<file path="config.mk">
export PLATFORM = sky130hd
export DESIGN_NAME = pneumatic_cylinder_controller
export DESIGN_NICKNAME = d
export VERILOG_FILES = /design/src/pcc_pkg.sv /design/src/pcc_cfg_regs.sv /design/src/pcc_in_stage.sv /design/src/pcc_ctrl.sv /design/src/pcc_out_stage.sv /design/src/pneumatic_cylinder_controller.sv
export SDC_FILE = /design/constraint.sdc
export NUM_CORES = 1
export LEC_CHECK = 0
export ABC_AREA = 1
export ABC_CLOCK_PERIOD_IN_PS = 9400
export BUFFER_PORTS_ARGS = -buffer_cell sky130_fd_sc_hd__clkbuf_2
export CAP_MARGIN = 20
export CORE_MARGIN = 4
export CORE_UTILIZATION = 43
export DETAILED_ROUTE_END_ITERATION = 8
export GPL_TIMING_DRIVEN = 0
export PLACE_DENSITY = 0.7
export SETUP_SLACK_MARGIN = 0.2
export SLEW_MARGIN = 30
export SYNTH_ARGS = -nofsm -noshare
export SYNTH_HDL_FRONTEND = slang
export SYNTH_HIERARCHICAL = 1
export SYNTH_SLANG_ARGS = --single-unit
</file>
<file path="constraint.sdc">
create_clock -name clk_i -period 9.4 [get_ports clk_i]
set_clock_uncertainty 0.2 [all_clocks]
set_input_delay 0.94 -clock clk_i [delete_from_list [all_inputs] [get_ports clk_i]]
set_output_delay 0.94 -clock clk_i [all_outputs]
set_load 0.03 [all_outputs]
</file>
<file path="src/pcc_pkg.sv">
// ----------------------------------------------------------------------------
// pcc_pkg
// Types, constants and the position classifier of the cylinder controller.
// ----------------------------------------------------------------------------
`default_nettype none

package pcc_pkg;

  localparam int unsigned CntW          = 16;
  localparam int unsigned CfgIdxW       = 3;
  localparam int unsigned CfgDataW      = 16;
  localparam int unsigned GapTicksDef   = 5;
  localparam logic [CntW-1:0] TimeoutRst = 16'd5000;

  typedef enum logic [CfgIdxW-1:0] {
    CFG_SINGLE_OUTPUT = 3'd0,
    CFG_NO_RETRACT    = 3'd1,
    CFG_NO_EXTEND     = 3'd2,
    CFG_SETTLE_EXTEND = 3'd3,
    CFG_SETTLE_RETRACT = 3'd4,
    CFG_TIMEOUT       = 3'd5
  } cfg_idx_e;

  typedef enum logic [1:0] {
    POS_RETRACTED = 2'd0,
    POS_EXTENDED  = 2'd1,
    POS_MOVING    = 2'd2
  } pos_e;

  typedef enum logic [3:0] {
    PH_IDLE   = 4'b0001,
    PH_GAP    = 4'b0010,
    PH_WAIT   = 4'b0100,
    PH_SETTLE = 4'b1000
  } phase_e;

  typedef struct packed {
    logic            single_output_mode;
    logic            no_retract_sensor;
    logic            no_extend_sensor;
    logic [CntW-1:0] settle_extend_ms;
    logic [CntW-1:0] settle_retract_ms;
    logic [CntW-1:0] timeout_ms;
  } cfg_t;

  typedef struct packed {
    logic command;
    logic target_extend;
    logic wait_for_done;
    logic extend_sensor;
    logic retract_sensor;
  } item_t;

  typedef struct packed {
    logic drive_extend;
    logic drive_retract;
    pos_e position;
    logic busy_res;
    logic done_res;
    logic timeout_error;
    logic rejected;
  } result_t;

  // Position wanted for a target bit.
  function automatic pos_e target_pos_f(input logic tgt);
    return tgt ? POS_EXTENDED : POS_RETRACTED;
  endfunction

  // Classify position from the drives and the sensors that are present.
  function automatic pos_e pos_f(input cfg_t cfg, input logic ext_drv, input logic ret_drv,
                                 input logic s_ext, input logic s_ret);
    pos_e o;
    pos_e s;
    if (cfg.single_output_mode) begin
      o = ext_drv ? POS_EXTENDED : POS_RETRACTED;
    end else if (ext_drv && !ret_drv) begin
      o = POS_EXTENDED;
    end else if (ret_drv && !ext_drv) begin
      o = POS_RETRACTED;
    end else begin
      o = POS_MOVING;
    end
    if (cfg.no_retract_sensor || cfg.no_extend_sensor) begin
      if (o == POS_RETRACTED && !cfg.no_retract_sensor && !s_ret) begin
        return POS_MOVING;
      end
      if (o == POS_EXTENDED && !cfg.no_extend_sensor && !s_ext) begin
        return POS_MOVING;
      end
      return o;
    end
    if (s_ret) begin
      s = s_ext ? POS_MOVING : POS_RETRACTED;
    end else begin
      s = s_ext ? POS_EXTENDED : POS_MOVING;
    end
    return (o == s) ? o : POS_MOVING;
  endfunction

endpackage

`default_nettype wire

</file>
<file path="src/pcc_cfg_regs.sv">
// ----------------------------------------------------------------------------
// pcc_cfg_regs
// Configuration register file, written by index.
// ----------------------------------------------------------------------------
`default_nettype none

module pcc_cfg_regs (
  input  wire logic                    clk_i,
  input  wire logic                    rst_ni,
  input  wire logic                    wr_en_i,
  input  wire logic [pcc_pkg::CfgIdxW-1:0]  wr_idx_i,
  input  wire logic [pcc_pkg::CfgDataW-1:0] wr_data_i,
  output pcc_pkg::cfg_t                cfg_o
);
  import pcc_pkg::*;

  cfg_t cfg_q, cfg_d;

  always_comb begin
    cfg_d = cfg_q;
    if (wr_en_i) begin
      unique case (wr_idx_i)
        CFG_SINGLE_OUTPUT:  cfg_d.single_output_mode = wr_data_i[0];
        CFG_NO_RETRACT:     cfg_d.no_retract_sensor  = wr_data_i[0];
        CFG_NO_EXTEND:      cfg_d.no_extend_sensor   = wr_data_i[0];
        CFG_SETTLE_EXTEND:  cfg_d.settle_extend_ms   = wr_data_i[CntW-1:0];
        CFG_SETTLE_RETRACT: cfg_d.settle_retract_ms  = wr_data_i[CntW-1:0];
        CFG_TIMEOUT:        cfg_d.timeout_ms         = wr_data_i[CntW-1:0];
        default: ;  // unmapped index, write dropped
      endcase
    end
  end

  always_ff @(posedge clk_i or negedge rst_ni) begin
    if (!rst_ni) begin
      cfg_q <= '{single_output_mode: 1'b0, no_retract_sensor: 1'b0,
                 no_extend_sensor: 1'b0, settle_extend_ms: '0,
                 settle_retract_ms: '0, timeout_ms: TimeoutRst};
    end else begin
      cfg_q <= cfg_d;
    end
  end

  assign cfg_o = cfg_q;

endmodule

`default_nettype wire

</file>
<file path="src/pcc_in_stage.sv">
// ----------------------------------------------------------------------------
// pcc_in_stage
// Input register: captures one item and holds it while the result side stalls.
// ----------------------------------------------------------------------------
`default_nettype none

module pcc_in_stage (
  input  wire logic           clk_i,
  input  wire logic           rst_ni,
  input  wire logic           in_valid_i,
  output logic                in_stall_o,
  input  wire pcc_pkg::item_t item_i,
  input  wire logic           out_blocked_i,
  output logic                fire_o,
  output pcc_pkg::item_t      item_o
);
  import pcc_pkg::*;

  logic  valid_q;
  item_t item_q;

  assign in_stall_o = valid_q && out_blocked_i;
  assign fire_o     = valid_q && !out_blocked_i;

  always_ff @(posedge clk_i or negedge rst_ni) begin
    if (!rst_ni) begin
      valid_q <= 1'b0;
    end else if (!in_stall_o) begin
      valid_q <= in_valid_i;
    end
  end

  always_ff @(posedge clk_i) begin
    if (!in_stall_o && in_valid_i) begin
      item_q <= item_i;
    end
  end

  assign item_o = item_q;

endmodule

`default_nettype wire

</file>
<file path="src/pcc_ctrl.sv">
// ----------------------------------------------------------------------------
// pcc_ctrl
// Move sequencer: drive registers, phase machine, gap/settle and timeout counts.
// ----------------------------------------------------------------------------
`default_nettype none

module pcc_ctrl #(
  parameter int unsigned GapTicks = pcc_pkg::GapTicksDef
) (
  input  wire logic            clk_i,
  input  wire logic            rst_ni,
  input  wire pcc_pkg::cfg_t   cfg_i,
  input  wire logic            fire_i,
  input  wire pcc_pkg::item_t  item_i,
  output pcc_pkg::result_t     result_o
);
  import pcc_pkg::*;

  logic            ext_q, ext_d;
  logic            ret_q, ret_d;
  phase_e          phase_q, phase_d;
  logic            tgt_q, tgt_d;
  logic            watch_q, watch_d;
  logic [CntW-1:0] pcnt_q, pcnt_d;
  logic [CntW-1:0] ecnt_q, ecnt_d;
  logic            done, tmo, rej;
  logic            do_finish, do_settle;
  logic [CntW-1:0] settle_val;

  always_comb begin
    ext_d      = ext_q;
    ret_d      = ret_q;
    phase_d    = phase_q;
    tgt_d      = tgt_q;
    watch_d    = watch_q;
    pcnt_d     = pcnt_q;
    ecnt_d     = ecnt_q;
    done       = 1'b0;
    tmo        = 1'b0;
    rej        = 1'b0;
    do_finish  = 1'b0;
    do_settle  = 1'b0;
    settle_val = '0;

    if (item_i.command) begin
      if (phase_q != PH_IDLE) begin
        rej = 1'b1;
      end else if (pos_f(cfg_i, ext_q, ret_q, item_i.extend_sensor, item_i.retract_sensor)
                   == target_pos_f(item_i.target_extend)) begin
        done = 1'b1;
      end else begin
        tgt_d   = item_i.target_extend;
        watch_d = item_i.wait_for_done;
        // break before make: drop the opposite solenoid first
        if (!cfg_i.single_output_mode) begin
          if (item_i.target_extend) begin
            ret_d = 1'b0;
          end else begin
            ext_d = 1'b0;
          end
        end
        if (cfg_i.single_output_mode || GapTicks == 0) begin
          do_finish = 1'b1;
        end else begin
          phase_d = PH_GAP;
          pcnt_d  = CntW'(GapTicks);
        end
      end
    end else begin
      unique case (phase_q)
        PH_IDLE: ;
        PH_GAP: begin
          if (pcnt_q <= CntW'(1)) begin
            do_finish = 1'b1;
          end else begin
            pcnt_d = pcnt_q - CntW'(1);
          end
        end
        PH_WAIT: begin
          if (pos_f(cfg_i, ext_q, ret_q, item_i.extend_sensor, item_i.retract_sensor)
              == target_pos_f(tgt_q)) begin
            do_settle = 1'b1;
          end else if (ecnt_q >= cfg_i.timeout_ms) begin
            tmo     = 1'b1;
            phase_d = PH_IDLE;
          end else begin
            ecnt_d = ecnt_q + CntW'(1);
          end
        end
        PH_SETTLE: begin
          if (pcnt_q <= CntW'(1)) begin
            pcnt_d  = '0;
            phase_d = PH_IDLE;
            done    = 1'b1;
          end else begin
            pcnt_d = pcnt_q - CntW'(1);
          end
        end
        default: ;
      endcase
    end

    // target solenoid on
    if (do_finish) begin
      if (cfg_i.single_output_mode) begin
        ext_d = tgt_d;
      end else if (tgt_d) begin
        ext_d = 1'b1;
      end else begin
        ret_d = 1'b1;
      end
      if (!watch_d) begin
        phase_d = PH_IDLE;
        done    = 1'b1;
      end else begin
        ecnt_d = '0;
        if (pos_f(cfg_i, ext_d, ret_d, item_i.extend_sensor, item_i.retract_sensor)
            == target_pos_f(tgt_d)) begin
          do_settle = 1'b1;
        end else begin
          phase_d = PH_WAIT;
        end
      end
    end

    // target reached: settle or complete now
    if (do_settle) begin
      settle_val = tgt_d ? cfg_i.settle_extend_ms : cfg_i.settle_retract_ms;
      if (settle_val == '0) begin
        phase_d = PH_IDLE;
        done    = 1'b1;
      end else begin
        phase_d = PH_SETTLE;
        pcnt_d  = settle_val;
      end
    end
  end

  always_comb begin
    result_o.drive_extend  = ext_d;
    result_o.drive_retract = cfg_i.single_output_mode ? 1'b0 : ret_d;
    result_o.position      = pos_f(cfg_i, ext_d, ret_d, item_i.extend_sensor,
                                   item_i.retract_sensor);
    result_o.busy_res      = (phase_d != PH_IDLE);
    result_o.done_res      = done;
    result_o.timeout_error = tmo;
    result_o.rejected      = rej;
  end

  always_ff @(posedge clk_i or negedge rst_ni) begin
    if (!rst_ni) begin
      ext_q   <= 1'b0;
      ret_q   <= 1'b0;
      phase_q <= PH_IDLE;
      tgt_q   <= 1'b0;
      watch_q <= 1'b0;
      pcnt_q  <= '0;
      ecnt_q  <= '0;
    end else if (fire_i) begin
      ext_q   <= ext_d;
      ret_q   <= ret_d;
      phase_q <= phase_d;
      tgt_q   <= tgt_d;
      watch_q <= watch_d;
      pcnt_q  <= pcnt_d;
      ecnt_q  <= ecnt_d;
    end
  end

endmodule

`default_nettype wire

</file>
<file path="src/pcc_out_stage.sv">
// ----------------------------------------------------------------------------
// pcc_out_stage
// Result register with valid/stall toward the consumer.
// ----------------------------------------------------------------------------
`default_nettype none

module pcc_out_stage (
  input  wire logic              clk_i,
  input  wire logic              rst_ni,
  input  wire logic              fire_i,
  input  wire pcc_pkg::result_t  result_i,
  input  wire logic              out_stall_i,
  output logic                   out_valid_o,
  output logic                   blocked_o,
  output pcc_pkg::result_t       result_o
);
  import pcc_pkg::*;

  logic    valid_q;
  result_t result_q;

  assign blocked_o = valid_q && out_stall_i;

  always_ff @(posedge clk_i or negedge rst_ni) begin
    if (!rst_ni) begin
      valid_q <= 1'b0;
    end else if (!blocked_o) begin
      valid_q <= fire_i;
    end
  end

  always_ff @(posedge clk_i) begin
    if (!blocked_o && fire_i) begin
      result_q <= result_i;
    end
  end

  assign out_valid_o = valid_q;
  assign result_o    = result_q;

endmodule

`default_nettype wire

</file>
<file path="src/pneumatic_cylinder_controller.sv">
// An accepted item is captured in the input register, then passes the sequencer
//   logic into the result register (held back while the result register stalls).
// Throughput: one item per cycle unless stalled; every tick or request is one pass.
// Reset (rst_ni low, asynchronous): drives off, phase idle, counters zero, both
//   handshake stages empty, configuration back to its reset values.
// ----------------------------------------------------------------------------
// pneumatic_cylinder_controller
// Double-acting cylinder control: solenoid drive, position check, settle, timeout.
// ----------------------------------------------------------------------------
`default_nettype none

module pneumatic_cylinder_controller #(
  parameter int unsigned GapTicks = pcc_pkg::GapTicksDef  // break-before-make, 0..65535
) (
  input  wire logic                          clk_i,
  input  wire logic                          rst_ni,
  // configuration writes
  input  wire logic                          cfg_valid_i,
  output logic                               cfg_ready_o,
  input  wire logic [pcc_pkg::CfgIdxW-1:0]   cfg_index_i,
  input  wire logic [pcc_pkg::CfgDataW-1:0]  cfg_data_i,
  // item input
  input  wire logic                          in_valid_i,
  output logic                               in_stall_o,
  input  wire logic                          command_i,
  input  wire logic                          target_extend_i,
  input  wire logic                          wait_for_done_i,
  input  wire logic                          extend_sensor_i,
  input  wire logic                          retract_sensor_i,
  // result output
  output logic                               out_valid_o,
  input  wire logic                          out_stall_i,
  output logic                               drive_extend_o,
  output logic                               drive_retract_o,
  output logic [1:0]                         position_o,
  output logic                               busy_res_o,
  output logic                               done_res_o,
  output logic                               timeout_error_o,
  output logic                               rejected_o
);
  import pcc_pkg::*;

  cfg_t    cfg;
  item_t   item_in, item_q;
  result_t result_c, result_q;
  logic    fire;
  logic    out_blocked;

  // Register writes are taken in any cycle; the block is idle by contract.
  assign cfg_ready_o = 1'b1;

  pcc_cfg_regs u_cfg_regs (
    .clk_i     (clk_i),
    .rst_ni    (rst_ni),
    .wr_en_i   (cfg_valid_i && cfg_ready_o),
    .wr_idx_i  (cfg_index_i),
    .wr_data_i (cfg_data_i),
    .cfg_o     (cfg)
  );

  assign item_in = '{command:        command_i,
                     target_extend:  target_extend_i,
                     wait_for_done:  wait_for_done_i,
                     extend_sensor:  extend_sensor_i,
                     retract_sensor: retract_sensor_i};

  // Input register. It stalls only when it holds an item and the result
  // register is full and stalled, so a waiting result never blocks intake
  // by more than one slot.
  pcc_in_stage u_in_stage (
    .clk_i         (clk_i),
    .rst_ni        (rst_ni),
    .in_valid_i    (in_valid_i),
    .in_stall_o    (in_stall_o),
    .item_i        (item_in),
    .out_blocked_i (out_blocked),
    .fire_o        (fire),
    .item_o        (item_q)
  );

  // Sequencer: state advances exactly once per item moved into the result register.
  pcc_ctrl #(
    .GapTicks (GapTicks)
  ) u_ctrl (
    .clk_i    (clk_i),
    .rst_ni   (rst_ni),
    .cfg_i    (cfg),
    .fire_i   (fire),
    .item_i   (item_q),
    .result_o (result_c)
  );

  pcc_out_stage u_out_stage (
    .clk_i       (clk_i),
    .rst_ni      (rst_ni),
    .fire_i      (fire),
    .result_i    (result_c),
    .out_stall_i (out_stall_i),
    .out_valid_o (out_valid_o),
    .blocked_o   (out_blocked),
    .result_o    (result_q)
  );

  assign drive_extend_o  = result_q.drive_extend;
  assign drive_retract_o = result_q.drive_retract;
  assign position_o      = result_q.position;
  assign busy_res_o      = result_q.busy_res;
  assign done_res_o      = result_q.done_res;
  assign timeout_error_o = result_q.timeout_error;
  assign rejected_o      = result_q.rejected;

endmodule

`default_nettype wire

</file>
Word level (Yosys, flattened, before mapping)
Index checks and enable logic that the tools add are counted.
- flip-flop bits (word level): 106
- bits in read-only memories: 0
- word-level logic and storage cells: 288
- memories: 0
- bits in latches: 0
- bits in writable memories: 0
- shift-type cells: 0
- $add $sub $neg: 2
- multiply operators: 0
- muxes and demuxes: 182
- bitwise logic cells: 1
- equal/unequal tests: 21
- reduce and logical (&&, ||, !) cells: 53
- divide/modulo/power cells: 0
- order comparisons: 2
- operator list (cell ; number):
    $mux W16 ; 15
    $mux W2 ; 62
    $mux W1 ; 91
    $mux W4 ; 12
    $pmux W16 S2 ; 1
    $logic_and A1 B1 Y1 ; 27
    $add A16 B1 Y16 const B ; 1
    $ge A16 B16 Y1 ; 1
    $le A16 B1 Y1 const B ; 1
    $logic_not A16 Y1 ; 1
    $sub A16 B1 Y16 const B ; 1
    $eq A2 B2 Y1 ; 7
    $logic_not A1 Y1 ; 12
    $reduce_and A2 Y1 ; 6
    $eq A2 B1 Y1 const B ; 4
    $logic_not A2 Y1 ; 4
    $ne A4 B1 Y1 const B ; 2
    $pmux W4 S2 ; 1
    $eq A3 B2 Y1 const B ; 2
    $eq A3 B3 Y1 const B ; 2
    $eq A4 B2 Y1 const B ; 1
    $eq A4 B3 Y1 const B ; 1
    $eq A4 B4 Y1 const B ; 1
    $eq A3 B1 Y1 const B ; 1
    4 further kinds ; 4

Longest topological paths before layout
Gate-level depths: netlist of run 1.
- depth in word-level cells: 61
- mapped depth: 28
- gate-level depth less buffers: 27

By module
Netlist of run 1, hierarchy kept.
- by module, submodules not included (module ; times used ; area each (sq um) ; cells an instance):
    pcc_ctrl ; 1 ; 4346.7 ; 685
    pcc_cfg_regs ; 1 ; 2089.5 ; 233
    pcc_out_stage ; 1 ; 285.3 ; 14
    pcc_in_stage ; 1 ; 202.7 ; 13
    pneumatic_cylinder_controller ; 1 ; 11.3 ; 2

Least setup slack after synthesis of run 1
No wires, ideal clock.
- kind: flip-flop to flip-flop
- start: register u_ctrl.ext_q
- end: register u_out_stage/result_o[2] (netlist name)
- setup time: 0.126 ns
- clock period less this slack: 3.933 ns
- cell stages (with the launch flop): 25
- required time: 9.074 ns
- slack: 5.467 ns
- data arrival time: 3.607 ns
- cell sequence: dfrtp_1 ha_1 nand2_2 nand2_4 xor2_4 nand3_4 nand3_1 inv_1 nand2_1 o21ai_0 o21ai_0 inv_1 ha_1 nand2_1 xor2_1 nand3_1 o21ai_0 o21ai_0 nand2_1 nand4_1 nand2_2 buf_6 nand3_1 o2111ai_1 buf_4
- cells in the longest elaborated chain, start to end: 54
- ends and longest elaborated chain (what ; RTL line ; source):
    from (decl) ; pcc_ctrl.sv:19 ; logic ext_q, ext_d;
    from (signal assigned) ; pcc_ctrl.sv:160 ; ext_q <= ext_d;
    $logic_not A1 Y1 ; pcc_pkg.sv:78 ; end else if (ret_drv && !ext_drv) begin
    $logic_and A1 B1 Y1 ; pcc_pkg.sv:78 ;
    $mux W2 ; pcc_pkg.sv:78 ;
    $mux W2 ; pcc_pkg.sv:76 ; end else if (ext_drv && !ret_drv) begin
    $mux W2 ; pcc_pkg.sv:74 ; if (cfg.single_output_mode) begin
    $mux W2 ; pcc_ctrl.sv:46 ; if (phase_q != PH_IDLE) begin
    $mux W2 ; pcc_ctrl.sv:45 ; if (item_i.command) begin
    $eq A2 B1 Y1 ; pcc_pkg.sv:87 ; if (o == POS_EXTENDED && !cfg.no_extend_sensor && !s_ext) begin
    [39 not listed] ; -- ;
    $mux W2 ; pcc_ctrl.sv:112 ; if (!watch_d) begin
    $mux W2 ; pcc_ctrl.sv:104 ; if (do_finish) begin
    $eq A2 B2 Y1 ; pcc_ctrl.sv:118 ; == target_pos_f(tgt_d)) begin
    $mux W1 ; pcc_ctrl.sv:117 ; if (pos_f(cfg_i, ext_d, ret_d, item_i.extend_sensor, item_i.retract_sensor)
    $mux W1 ; pcc_ctrl.sv:112 ;
    $mux W1 ; pcc_ctrl.sv:104 ;
    $mux W1 * ; pcc_ctrl.sv:127 ; if (do_settle) begin
    named net u_ctrl.done ; pcc_ctrl.sv:26 ; logic done, tmo, rej;
Mark *: on every way through the listed nets, which the timed path passes. The rest lies on a longest branch. The select of a mux whose other input is x is not followed.
A chain may end at the register's enable or synchronous reset.

Worst setup path in the final report of run 1
- start: register u_ctrl.ext_q
- end: register u_out_stage/result_o[2] (netlist name)
- cells in the longest elaborated chain, start to end: 54
- ends and longest elaborated chain (what ; RTL line):
    $logic_not A1 Y1 ; pcc_pkg.sv:78
    $logic_and A1 B1 Y1 ; pcc_pkg.sv:78
    $mux W2 ; pcc_pkg.sv:78
    $mux W2 ; pcc_pkg.sv:76
    $mux W2 ; pcc_pkg.sv:74
    $mux W2 ; pcc_ctrl.sv:46
    $mux W2 ; pcc_ctrl.sv:45
    $eq A2 B1 Y1 ; pcc_pkg.sv:87
    [39 not listed] ; --
    $mux W2 ; pcc_ctrl.sv:112
    $mux W2 ; pcc_ctrl.sv:104
    $eq A2 B2 Y1 ; pcc_ctrl.sv:118
    $mux W1 ; pcc_ctrl.sv:117
    $mux W1 ; pcc_ctrl.sv:112
    $mux W1 ; pcc_ctrl.sv:104
    $mux W1 * ; pcc_ctrl.sv:127
    named net u_ctrl.done ; pcc_ctrl.sv:26
Marked as above.

==> summary.md, run 1 <==
| Metric | Value |
|---|---|
| Status | `complete, no violations` |
| Period utilization | `~52%` |
| Die Area | `18200 µm²` |
| Setup slack, reg-to-reg | `4.51 ns` |
| Antenna diodes | `0` |
| Syn. warnings | `6` |
| RR Startpoint | `u_ctrl/ext_q` |
| RSZ-0062 raised after global routing | `no` |
| Sequential share of power | `a little over a third` |
| Routed WL | `17200 µm` |
| DIE WIDTH | `135 µm` |
| MaxCap Viol Count | `0` |
| Crit path arrival time | `4.93 ns` |
| Non-filler instance count after layout | `1218` |
| Hold Vio Cnt, Final | `0` |
| Initial antenna violation count | `0` |
| Detail Route Antenna Nets | `0` |
| Vias in the first global route | `a little under 6k` |
| Layout Nets | `1050` |
| Post-DR vias/cell | `5.02` |
| Syn_nets | `~1.0k` |
| Clock share of power | `21.1%` |
| Switching part of the total power | `42.5%` |
| Total Routing Usage GR | `19.9%` |
| Post-Synthesis Cell Area | `6940 µm²` |
| CTS Root Cell | `clkbuf_16` |
| Logic pwr share | `43.7%` |
| Setup TNS | `0 ns` |
| Max IR drop VDD | `0.120 mV` |
| Ys flop type | `dfrtp_1` |
| DP Wirelength | `13100 µm` |
| CP required | `9.44 ns` |
| EDFF count, synth | `13` |
| Total core area | `15800 µm²` |
| Synth top area cells | `dfrtp_1 31%, nand2_1 17%, nand3_1 7.3%` |
| DR DRC count | `0` |
| Pins Over Slew Limit | `0` |
| Family with the most delay on the worst path | `simple AND/OR/NAND/NOR gates` |
| CTS Buffer Depth | `2` |
| Met1 wire length | `7970 µm` |
| Gate count of the mapped netlist | `947` |
| Power density over cell area | `235 nW/µm²` |
| Most frequent cells after synthesis | `305 x nand2_1, 126 x inv_1, 101 x nand3_1, 87 x dfrtp_1, 62 x nor2_1` |
| Routed wl met2 | `7950 µm` |
| Post-CTS Setup Bufs | `0` |
| CTS Hold Bufs | `0` |
| DP Worst Slack | `roughly 4.6 ns` |
| Share of layout cells above drive strength 1 | `13.8%` |
| Reg2reg end | `u_out_stage/result_o[2]` |
| Tightest Pin Transition | `0.778 ns` |
| Site row count | `46` |
| CTS sink count | `between 100 and 150` |
| Seq/Total Area, Yosys | `39.3%` |
| LEAKAGE | `0.00404 µW` |
| Crit-path max FO | `10` |
| Synth unique cells | `46` |
| Largest net degree at the start of global routing | `74` |
| Crit path kind | `flip-flop to flip-flop` |
| CP Launch Type | `flip-flop` |
| Tmin final | `4.89 ns` |
| Met3 wire len | `between 700 and 800 µm` |
| Setup violators final | `0` |
| Top-area cell type share of the netlist area | `31.4%` |
| Vias | `6119` |
| DRT Pass-1 Iters | `5` |
| Starting density of the core | `43.8%` |
| Dpl cells | `1202` |
| Syn avg cell area | `roughly 7.3 µm²` |
| # resized after CTS | `0` |
| Post-synthesis register bit count | `between 100 and 150` |
| Hold Crit Class | `input pin to async pin` |
| CP endpoint kind | `flip-flop` |
| Internal | `1040 µW` |
| H-tree levels | `3` |
| Io pins | `40` |
| Number of buffers created by CTS | `9` |
| Highest metal used | `met4` |
| Fraction of registers with async set/reset | `87.7%` |
| Fmax | `slightly above 0.2 GHz` |
| Initial drt markers | `434` |
| Net switching power | `771 µW` |
| Pwr Total | `approximately 1800 µW` |
| Buffers on Ports | `38` |
| Grt ovf | `0` |
| Final instance area | `7730 µm²` |
| Avg WL per Cell | `14.1 µm` |
| Bufs and invs on worst path | `4` |
| Clock Pin Slew Worst Setup and Hold Paths | `around 0.070 ns` |
| Worst r2r path cells | `26` |
| Most frequent cell after synthesis | `nand2_1` |
| DP Area | `7430 µm²` |
| CTS tree | `built` |
| Die span in y | `between 100 and 150 µm` |
| First-pass GRT wire length | `29100 µm` |
| Crit-path slowest cell | `dfrtp_1` |
| Layout area overhead | `11.4%` |
| Clk_lat worst skew | `0.36 ns` |
| Largest area contributor in the netlist | `dfrtp_1` |
| Final worst slack | `4.51 ns` |
| Max_slew headroom | `between 40% and 50%` |
| GP Congestion | `0.892` |
| Slowest stage delay, CP | `0.48 ns` |
[metrics by stage]
step / utilization (%) / hold WS (ns)
4_1_cts: 48.8 / 0.249
5_1_grt: 48.8 / 0.253
3_3_place_gp: 46.7 / 0.253
6_report: 48.8 / 0.244
3_5_place_dp: 47.0 / 0.259
2_1_floorplan: - / 0.242
[flip-flops by register name (all words and copies together), names as in the netlist]
register and cells:
u_in_stage/item_o 5, u_ctrl/watch_q 1, u_ctrl/tgt_q 1, u_ctrl/ecnt_q 16, u_ctrl/ret_q 1, u_ctrl/pcnt_q 16
u_out_stage/result_o 8, u_out_stage/out_valid_o 1, u_cfg_regs/cfg_o 51, u_ctrl/ext_q 1, u_ctrl/phase_q 4, u_in_stage/valid_q 1
[metal layers]
metal | global-route usage, % | vias up
met5 | 0 | -
met4 | 7.50 | 0
met3 | 3.32 | 25
met2 | 31.8 | 129
met1 | 27.3 | 2824
li1 | - | 3141
[cells in the final DEF, fill, tap and decap left out, types with 7 or more instances in the layout]
| master | instances |
|---|---|
| ha_1 | 24 |
| nand2_2 | 18 |
| nor3_1 | 19 |
| nor2_1 | 62 |
| dfrtp_1 | 87 |
| clkbuf_16 | 9 |
| nand3_1 | 101 |
| buf_6 | 7 |
| inv_1 | 126 |
| a21oi_1 | 26 |
| nand4_1 | 9 |
| o21ai_0 | 41 |
| clkbuf_2 | 37 |
| nand3_2 | 16 |
| buf_4 | 8 |
| clkbuf_1 | 9 |
| nand2_1 | 305 |
| edfxtp_1 | 13 |
| nand2_4 | 8 |
[cells by family (layout without fill, tap and decap cells)]
group / after synthesis / in the layout / share of synthesized area [%]
AOI/OAI and AO/OA: 95 / 95 / 7.81
buffers and inverters: 158 / 213 / 10.1
other: 1 / 1 / 0.0541
adders and majority gates: 24 / 24 / 4.33
and+or+nand+nor: 554 / 554 / 37.0
DFF: 106 / 106 / 39.3
xor gates and xnor gates: 9 / 9 / 1.41
[power by group through the flow]
stage               clock network (µW)  logic, µW  registers [µW]
floorplan                            0        604             635
global placement                     0        773             645
detailed placement                   0        786             646
CTS                                393        791             639
global route                       410        909             654
finish                             383        793             639
[area by class of cell]
type	instances	area, µm²
buffer	29	214
clock buffer	10	229
clock inverter	6	65.1
fill	1587	8100
inverter	129	487
multi-input combinational	683	3510
sequential	106	2730
tap	216	270
timing repair buffer	39	226
[worst reg2reg max path, cell delays in order, from the launching register on]
cell and delay (ns):
dfrtp_1 0.48, ha_1 0.25, nand2_2 0.11, nand2_4 0.12, nand2_2 0.06, nand3_2 0.06, nand2_2 0.09, nand3_4 0.11
nand3_1 0.36, inv_1 0.36, nand2_1 0.19, o21ai_0 0.25, o21ai_0 0.16, inv_1 0.08, ha_1 0.22, nand2_1 0.13
xor2_1 0.20, nand3_1 0.08, o21ai_0 0.10, o21ai_0 0.12, nand2_1 0.10, nand4_1 0.15, nand2_2 0.24, buf_6 0.19
nand3_1 0.10, o2111ai_1 0.10, buf_4 0.14
[how the worst max path moves through the flow]
stage	from	end	slack [ns]	cells past startpoint
global placement	u_ctrl/ext_q	u_out_stage/result_o[2]	4.64	26
global route	u_ctrl/ext_q	u_out_stage/result_o[2]	4.09	26
finish	u_ctrl/ext_q	u_out_stage/result_o[2]	4.51	26
CTS	u_ctrl/ext_q	u_out_stage/result_o[2]	4.58	26
floorplan	u_ctrl/ext_q	u_out_stage/result_o[2]	5.47	24
detailed placement	u_ctrl/ext_q	u_out_stage/result_o[2]	4.62	26
Note: power is estimated with default switching activity, not from simulation.
==> run 2, diff against run 1 <==
--- a/config.mk
+++ b/config.mk
@@ -6,7 +6,7 @@
 export NUM_CORES = 1
 export LEC_CHECK = 0
 export ABC_AREA = 1
-export ABC_CLOCK_PERIOD_IN_PS = 9400
+export ABC_CLOCK_PERIOD_IN_PS = 4600
 export BUFFER_PORTS_ARGS = -buffer_cell sky130_fd_sc_hd__clkbuf_2
 export CAP_MARGIN = 20
 export CORE_MARGIN = 4
==> constraint.sdc (replaced) <==
create_clock -name clk_i -period 4.6 [get_ports clk_i]
set_clock_uncertainty 0.2 [all_clocks]
set_input_delay 0.46 -clock clk_i [delete_from_list [all_inputs] [get_ports clk_i]]
set_output_delay 0.46 -clock clk_i [all_outputs]
set_load 0.03 [all_outputs]
==> summary.md, run 2 (same netlist as run 1, synthesis figures left out) <==
| Metric | Value |
|---|---|
| Die Area | `18200 µm² (unchanged)` |
| Family with the most delay on the worst path | `simple AND/OR/NAND/NOR gates` |
| CTS Root Cell | `clkbuf_16` |
| Commonest non-fill, non-tap cell in the layout | `nand2_1` |
| Pwr Total | `3730 µW (+110%)` |
| Non-filler instance count after layout | `1223 (+0.41%)` |
| LEAKAGE | `0.00407 µW (+0.67%)` |
| Setup violators final | `0 (unchanged)` |
| Detail Route Antenna Nets | `0 (unchanged)` |
| Slowest stage delay, CP | `0.46 ns (-0.02 ns)` |
| Power density over cell area | `477 nW/µm² (+100%)` |
| GP Congestion | `0.892 (unchanged)` |
| Bufs and invs on worst path | `4 (unchanged)` |
| Vias in the first global route | `5857 (+0.12%)` |
| Max_slew headroom | `48.3% (+0.17 points)` |
| Initial antenna violation count | `0 (unchanged)` |
| MaxCap Viol Count | `0 (unchanged)` |
| Site row count | `46 (unchanged)` |
| Clk_lat worst skew | `0.36 ns (about the same)` |
| CTS Buffer Depth | `2 (unchanged)` |
| Die span in y | `135 µm (unchanged)` |
| Worst r2r path cells | `25 (-3.8%)` |
| Post-DR vias/cell | `5.04 (+0.34%)` |
| DR DRC count | `0 (unchanged)` |
| Share of layout cells above drive strength 1 | `14.5% (+0.73 points)` |
| H-tree levels | `3 (unchanged)` |
| RSZ-0062 raised after global routing | `no` |
| Routed WL | `17200 µm (about the same)` |
| Period utilization | `88.8% (+37 points)` |
| Hold_ws | `0.0752 ns (-0.168 ns)` |
| Buffers on Ports | `38 (unchanged)` |
| Crit path kind | `flip-flop to flip-flop` |
| DP Wirelength | `13100 µm (unchanged)` |
| Crit-path max FO | `10 (unchanged)` |
| Clock Pin Slew Worst Setup and Hold Paths | `0.07 ns (about the same)` |
| Tmin final | `4.08 ns (-0.806 ns)` |
| Io pins | `40 (unchanged)` |
| Number of buffers created by CTS | `9 (unchanged)` |
| Hold Crit Class | `input pin to flip-flop` |
| Layout area overhead | `12.6%` |
| CTS sink count | `106 (unchanged)` |
| Status | `complete, no violations` |
| Max IR drop VDD | `0.247 mV (+110%)` |
| Number of flip-flops in the largest register | `51 (unchanged)` |
| Largest net degree at the start of global routing | `74 (unchanged)` |
| Grt ovf | `0 (unchanged)` |
| Crit-path slowest cell | `dfrtp_2` |
| CP required | `4.64 ns (-4.80 ns)` |
| Hold Vio Cnt, Final | `0 (unchanged)` |
| Total core area | `15800 µm² (unchanged)` |
| Tightest Pin Transition | `0.775 ns (-0.00259 ns)` |
| DRT Pass-1 Iters | `6 (+1)` |
| Fmax | `0.245 GHz (+20%)` |
| Crit path arrival time | `4.12 ns (-0.81 ns)` |
| First-pass GRT wire length | `29100 µm (+0.12%)` |
| CTS tree | `built` |
| CP endpoint kind | `flip-flop` |
| Starting density of the core | `43.8% (unchanged)` |
| Antenna diodes | `0 (unchanged)` |
| Hold-critical path depth | `1` |
| DIE WIDTH | `135 µm (unchanged)` |
| Avg WL per Cell | `14.0 µm (-0.33%)` |
| Total Routing Usage GR | `19.9% (about the same)` |
| CP dominant cell by count | `nand3_1` |
| Layout Nets | `1055 (+0.48%)` |
| Dpl cells | `1202 (unchanged)` |
| Critical path depth | `25 (-3.8%)` |
| Setup TNS | `0 ns (unchanged)` |
| CP Launch Type | `flip-flop` |
| Filler cell count | `1580 (-0.44%)` |
| Pins Over Slew Limit | `0 (unchanged)` |
| Initial drt markers | `481 (+11%)` |
| Vias | `6165 (+0.75%)` |
| Most frequent cells in the layout | `305 x nand2_1, 125 x inv_1, 100 x nand3_1, 86 x dfrtp_1, 62 x nor2_1` |
-- run 2: worst paths after layout --
check / slack, ns / start / end
max: 0.52 / u_ctrl/ext_q / u_out_stage/result_o[2]
min: 0.08 / command_i / u_in_stage/item_o[4]
max reg2reg: 0.52 / u_ctrl/ext_q / u_out_stage/result_o[2]
min reg2reg: 0.27 / u_cfg_regs/cfg_o[9] / u_cfg_regs/cfg_o[9]
max in group asynchronous: 3.20 / rst_ni / u_cfg_regs/cfg_o[8]
min in group asynchronous: 0.33 / rst_ni / u_ctrl/pcnt_q[5]
-- run 2: power by group --
part / internal, µW / switching [µW]
Combinational: 567 / 1070
Clock: 425 / 359
Sequential: 1150 / 158
-- run 2: worst reg2reg max path, delay by kind of cell, from the launching register on --
family                   cells  cell delay (ns)
XOR/XNOR                     1             0.17
flip-flops                   1             0.46
buffers and inverters        4             0.49
AND/OR/NAND/NOR             13             1.57
adder cells (fa/ha/maj)      2             0.47
AO/OA/AOI/OAI                5             0.62
-- run 2: per-stage QoR --
stage                     setup slack (ns)  utilization, %  instance area, µm²
final                                0.516            49.3                7810
after global routing                 0.225            49.3                7810
after CTS                            0.203            49.0                7750
after detailed placement            -0.182            47.0                7430
after global placement              -0.159            46.7                7400
after floorplan                      0.667               -                6940
-- run 2: cell type report --
type / instances / area, µm² / area share (%)
Sequential cell: 106 / 2730 / 34.9
Multi-Input combinational cell: 683 / 3530 / 45.3
Buffer: 29 / 216 / 2.77
Clock inverter: 6 / 65.1 / 0.833
Inverter: 129 / 489 / 6.26
Tap cell: 216 / 270 / 3.46
Timing Repair Buffer: 44 / 279 / 3.57
Clock buffer: 10 / 229 / 2.93
-- run 2: per-layer routing --
metal  share of wire, %  global-route usage (%)  vias up
met5                  0                       0        -
met4                2.6                    7.50        0
met3                4.5                    3.32       25
met2                 46                    31.8      147
met1                 47                    27.3     2843
li1                   -                       -     3150
-- run 2: what timing repair did --
item	4_1_cts	5_1_grt
hold buffers	1	0
buffers inserted	0	4
endpoints found under the setup margin	20	21
hold endpoints to repair	18	0
pin swaps	0	1
resized for setup	4	6
==> run 3, diff against run 2 <==
--- a/config.mk
+++ b/config.mk
@@ -9,7 +9,7 @@
 export ABC_CLOCK_PERIOD_IN_PS = 4600
 export BUFFER_PORTS_ARGS = -buffer_cell sky130_fd_sc_hd__clkbuf_2
 export CAP_MARGIN = 20
-export CORE_MARGIN = 4
+export CORE_MARGIN = 5
 export CORE_UTILIZATION = 43
 export DETAILED_ROUTE_END_ITERATION = 8
 export GPL_TIMING_DRIVEN = 0
==> summary.md, run 3 (same netlist as run 1, synthesis figures left out) <==
| Metric | Value |
|---|---|
| Post-DR vias/cell | `5.08 (+0.71%)` |
| Crit-path slowest cell | `dfrtp_2` |
| Share of layout cells above drive strength 1 | `14.4% (-0.085 points)` |
| Highest metal used | `met4` |
| CTS tree | `built` |
| DP Wirelength | `12800 µm (-2.4%)` |
| Max_slew headroom | `47.2% (-1.2 points)` |
| Site row count | `46 (unchanged)` |
| Period utilization | `89.1% (+0.36 points)` |
| Routed WL | `17100 µm (-0.48%)` |
| Max IR drop VDD | `0.199 mV (-19%)` |
| Layout area overhead | `12.5% (about the same)` |
| Hold_ws | `0.0796 ns (+0.00437 ns)` |
| CTS Root Cell | `clkbuf_16` |
| Met1 wire length | `8370 µm (+4.6%)` |
| DR DRC count | `0 (unchanged)` |
| CP endpoint kind | `flip-flop` |
| CP Launch Type | `flip-flop` |
| Final worst slack | `0.499 ns (-0.0164 ns)` |
| LEAKAGE | `0.00407 µW (about the same)` |
| Die Area | `18800 µm² (+3.0%)` |
| Total core area | `15800 µm² (unchanged)` |
| Status | `complete, no violations` |
| CP required | `4.63 ns (about the same)` |
| Hold Crit Class | `input pin to flip-flop` |
| Pins Over Slew Limit | `0 (unchanged)` |
| Detail Route Antenna Nets | `0 (unchanged)` |
| Layout Nets | `1054 (-0.095%)` |
| CTS Buffer Depth | `2 (unchanged)` |
| Final core utilization | `49.3% (about the same)` |
| Antenna diodes | `0 (unchanged)` |
| Family with the most delay on the worst path | `simple AND/OR/NAND/NOR gates` |
| DIE WIDTH | `137 µm (+1.5%)` |
| MaxCap Viol Count | `0 (unchanged)` |
| CTS sink count | `106 (unchanged)` |
| Multi-input gate area | `3530 µm² (-0.21%)` |
| Total Routing Usage GR | `19.2% (-0.70 points)` |
| Most frequent cells in the layout | `305 x nand2_1, 125 x inv_1, 100 x nand3_1, 86 x dfrtp_1, 62 x nor2_1` |
| Setup violators final | `0 (unchanged)` |
| GP Congestion | `0.914 (+2.4%)` |
| Power density over cell area | `479 nW/µm² (+0.33%)` |
| H-tree levels | `3 (unchanged)` |
| Met3 wire len | `613 µm (-20%)` |
| Io pins | `40 (unchanged)` |
| Initial drt markers | `437 (-9.1%)` |
| Crit-path max FO | `10 (unchanged)` |
| Crit path arrival time | `4.14 ns (+0.02 ns)` |
| Die span in y | `137 µm (+1.5%)` |
| Commonest non-fill, non-tap cell in the layout | `nand2_1` |
| Avg WL per Cell | `14.0 µm (-0.40%)` |
| Dpl cells | `1202 (unchanged)` |
| Tmin final | `4.10 ns (+0.0164 ns)` |
| Reg area | `2730 µm² (unchanged)` |
| Crit path kind | `flip-flop to flip-flop` |
| Clk_lat worst skew | `0.36 ns (about the same)` |
| Non-filler instance count after layout | `1222 (-0.082%)` |
| Fmax | `0.244 GHz (-0.40%)` |
| Slowest stage delay, CP | `0.46 ns (about the same)` |
| DP Worst Slack | `-0.134 ns (+0.0476 ns)` |
| Grt ovf | `0 (unchanged)` |
| Number of buffers created by CTS | `9 (unchanged)` |
| Largest net degree at the start of global routing | `81 (+9.5%)` |
| First-pass GRT wire length | `28800 µm (-1.3%)` |
| Initial antenna violation count | `0 (unchanged)` |
| Clock Pin Slew Worst Setup and Hold Paths | `0.07 ns (about the same)` |
| DRT Pass-1 Iters | `5 (-1)` |
| Hold Vio Cnt, Final | `0 (unchanged)` |
| Vias | `6204 (+0.63%)` |
| Tightest Pin Transition | `0.793 ns (+0.0173 ns)` |
| RSZ-0062 raised after global routing | `no` |
| Routed wl met2 | `7690 µm (-3.4%)` |
| Filler cell count | `1573 (-0.44%)` |
| Starting density of the core | `43.8% (unchanged)` |
| Vias in the first global route | `5753 (-1.8%)` |
| Bufs and invs on worst path | `4 (unchanged)` |
| Number of flip-flops in the largest register | `51 (unchanged)` |
| Buffers on Ports | `38 (unchanged)` |
run 3: layer usage:
metal	global-route usage, %	vias up
met1	27.7	2874
met4	7.98	0
met5	0	-
met2	29.4	151
met3	2.06	22
li1	-	3157
run 3: area by class of cell:
cell class	instances	area share (%)
well taps	216	3.46
repair buffers	43	3.48
multi-input cells	683	45.2
clock buffers	10	3.21
plain buffers	29	2.74
flip-flops and latches	106	34.9
inverters	129	6.27
clock inverters	6	0.705
run 3: timing repair:
item                                   in CTS  in global routing
resized for setup                           5                  3
endpoints found under the hold margin      13                  0
setup buffers                               0                  3
hold buffers                                1                  0
setup endpoints to repair                  20                 18
pin swaps                                   0                  1
run 3: worst paths after layout:
check                      slack, ns            startpoint                       to  cells after the start
setup reg to reg                0.50          u_ctrl/ext_q  u_out_stage/result_o[2]                     26
min in group asynchronous       0.32                rst_ni        u_ctrl/phase_q[3]                      2
setup / recovery                0.50          u_ctrl/ext_q  u_out_stage/result_o[2]                     26
hold reg to reg                 0.27  u_cfg_regs/cfg_o[12]     u_cfg_regs/cfg_o[12]                      2
hold / removal                  0.08             command_i     u_in_stage/item_o[4]                      1
max in group asynchronous       3.20                rst_ni      u_cfg_regs/cfg_o[7]                      3
run 3: stage by stage:
stage                     TNS [ns]  power [µW]  cell area [µm²]
final                            0        3730             7800
after global routing             0        4050             7800
after CTS                        0        3730             7770
after detailed placement    -0.137        2920             7430
after global placement      -0.288        2900             7400
after floorplan                  0        2530             6940
run 3: worst register-to-register path, stage by stage, from the launching register on:
cell and delay, ns:
dfrtp_2 0.46, ha_1 0.26, nand2_2 0.12, nand2_4 0.09, nand2_2 0.07, nand3_2 0.06
nand2_2 0.12, nand3_4 0.14, nand3_4 0.12, inv_4 0.07, nand2_1 0.15, o21ai_1 0.10
o21ai_1 0.11, inv_1 0.06, ha_1 0.27, nand2_1 0.12, xor2_1 0.19, nand3_1 0.08
o21ai_0 0.08, o21ai_0 0.10, nand2_1 0.09, nand4_1 0.21, nand2_4 0.19, buf_6 0.17
nand3_1 0.10, o2111ai_1 0.11, buf_4 0.14
run 3: where the power goes:
group,internal (µW),switching [µW]
sequential,1150,161
clock,411,372
combinational,563,1080
total,2120,1610
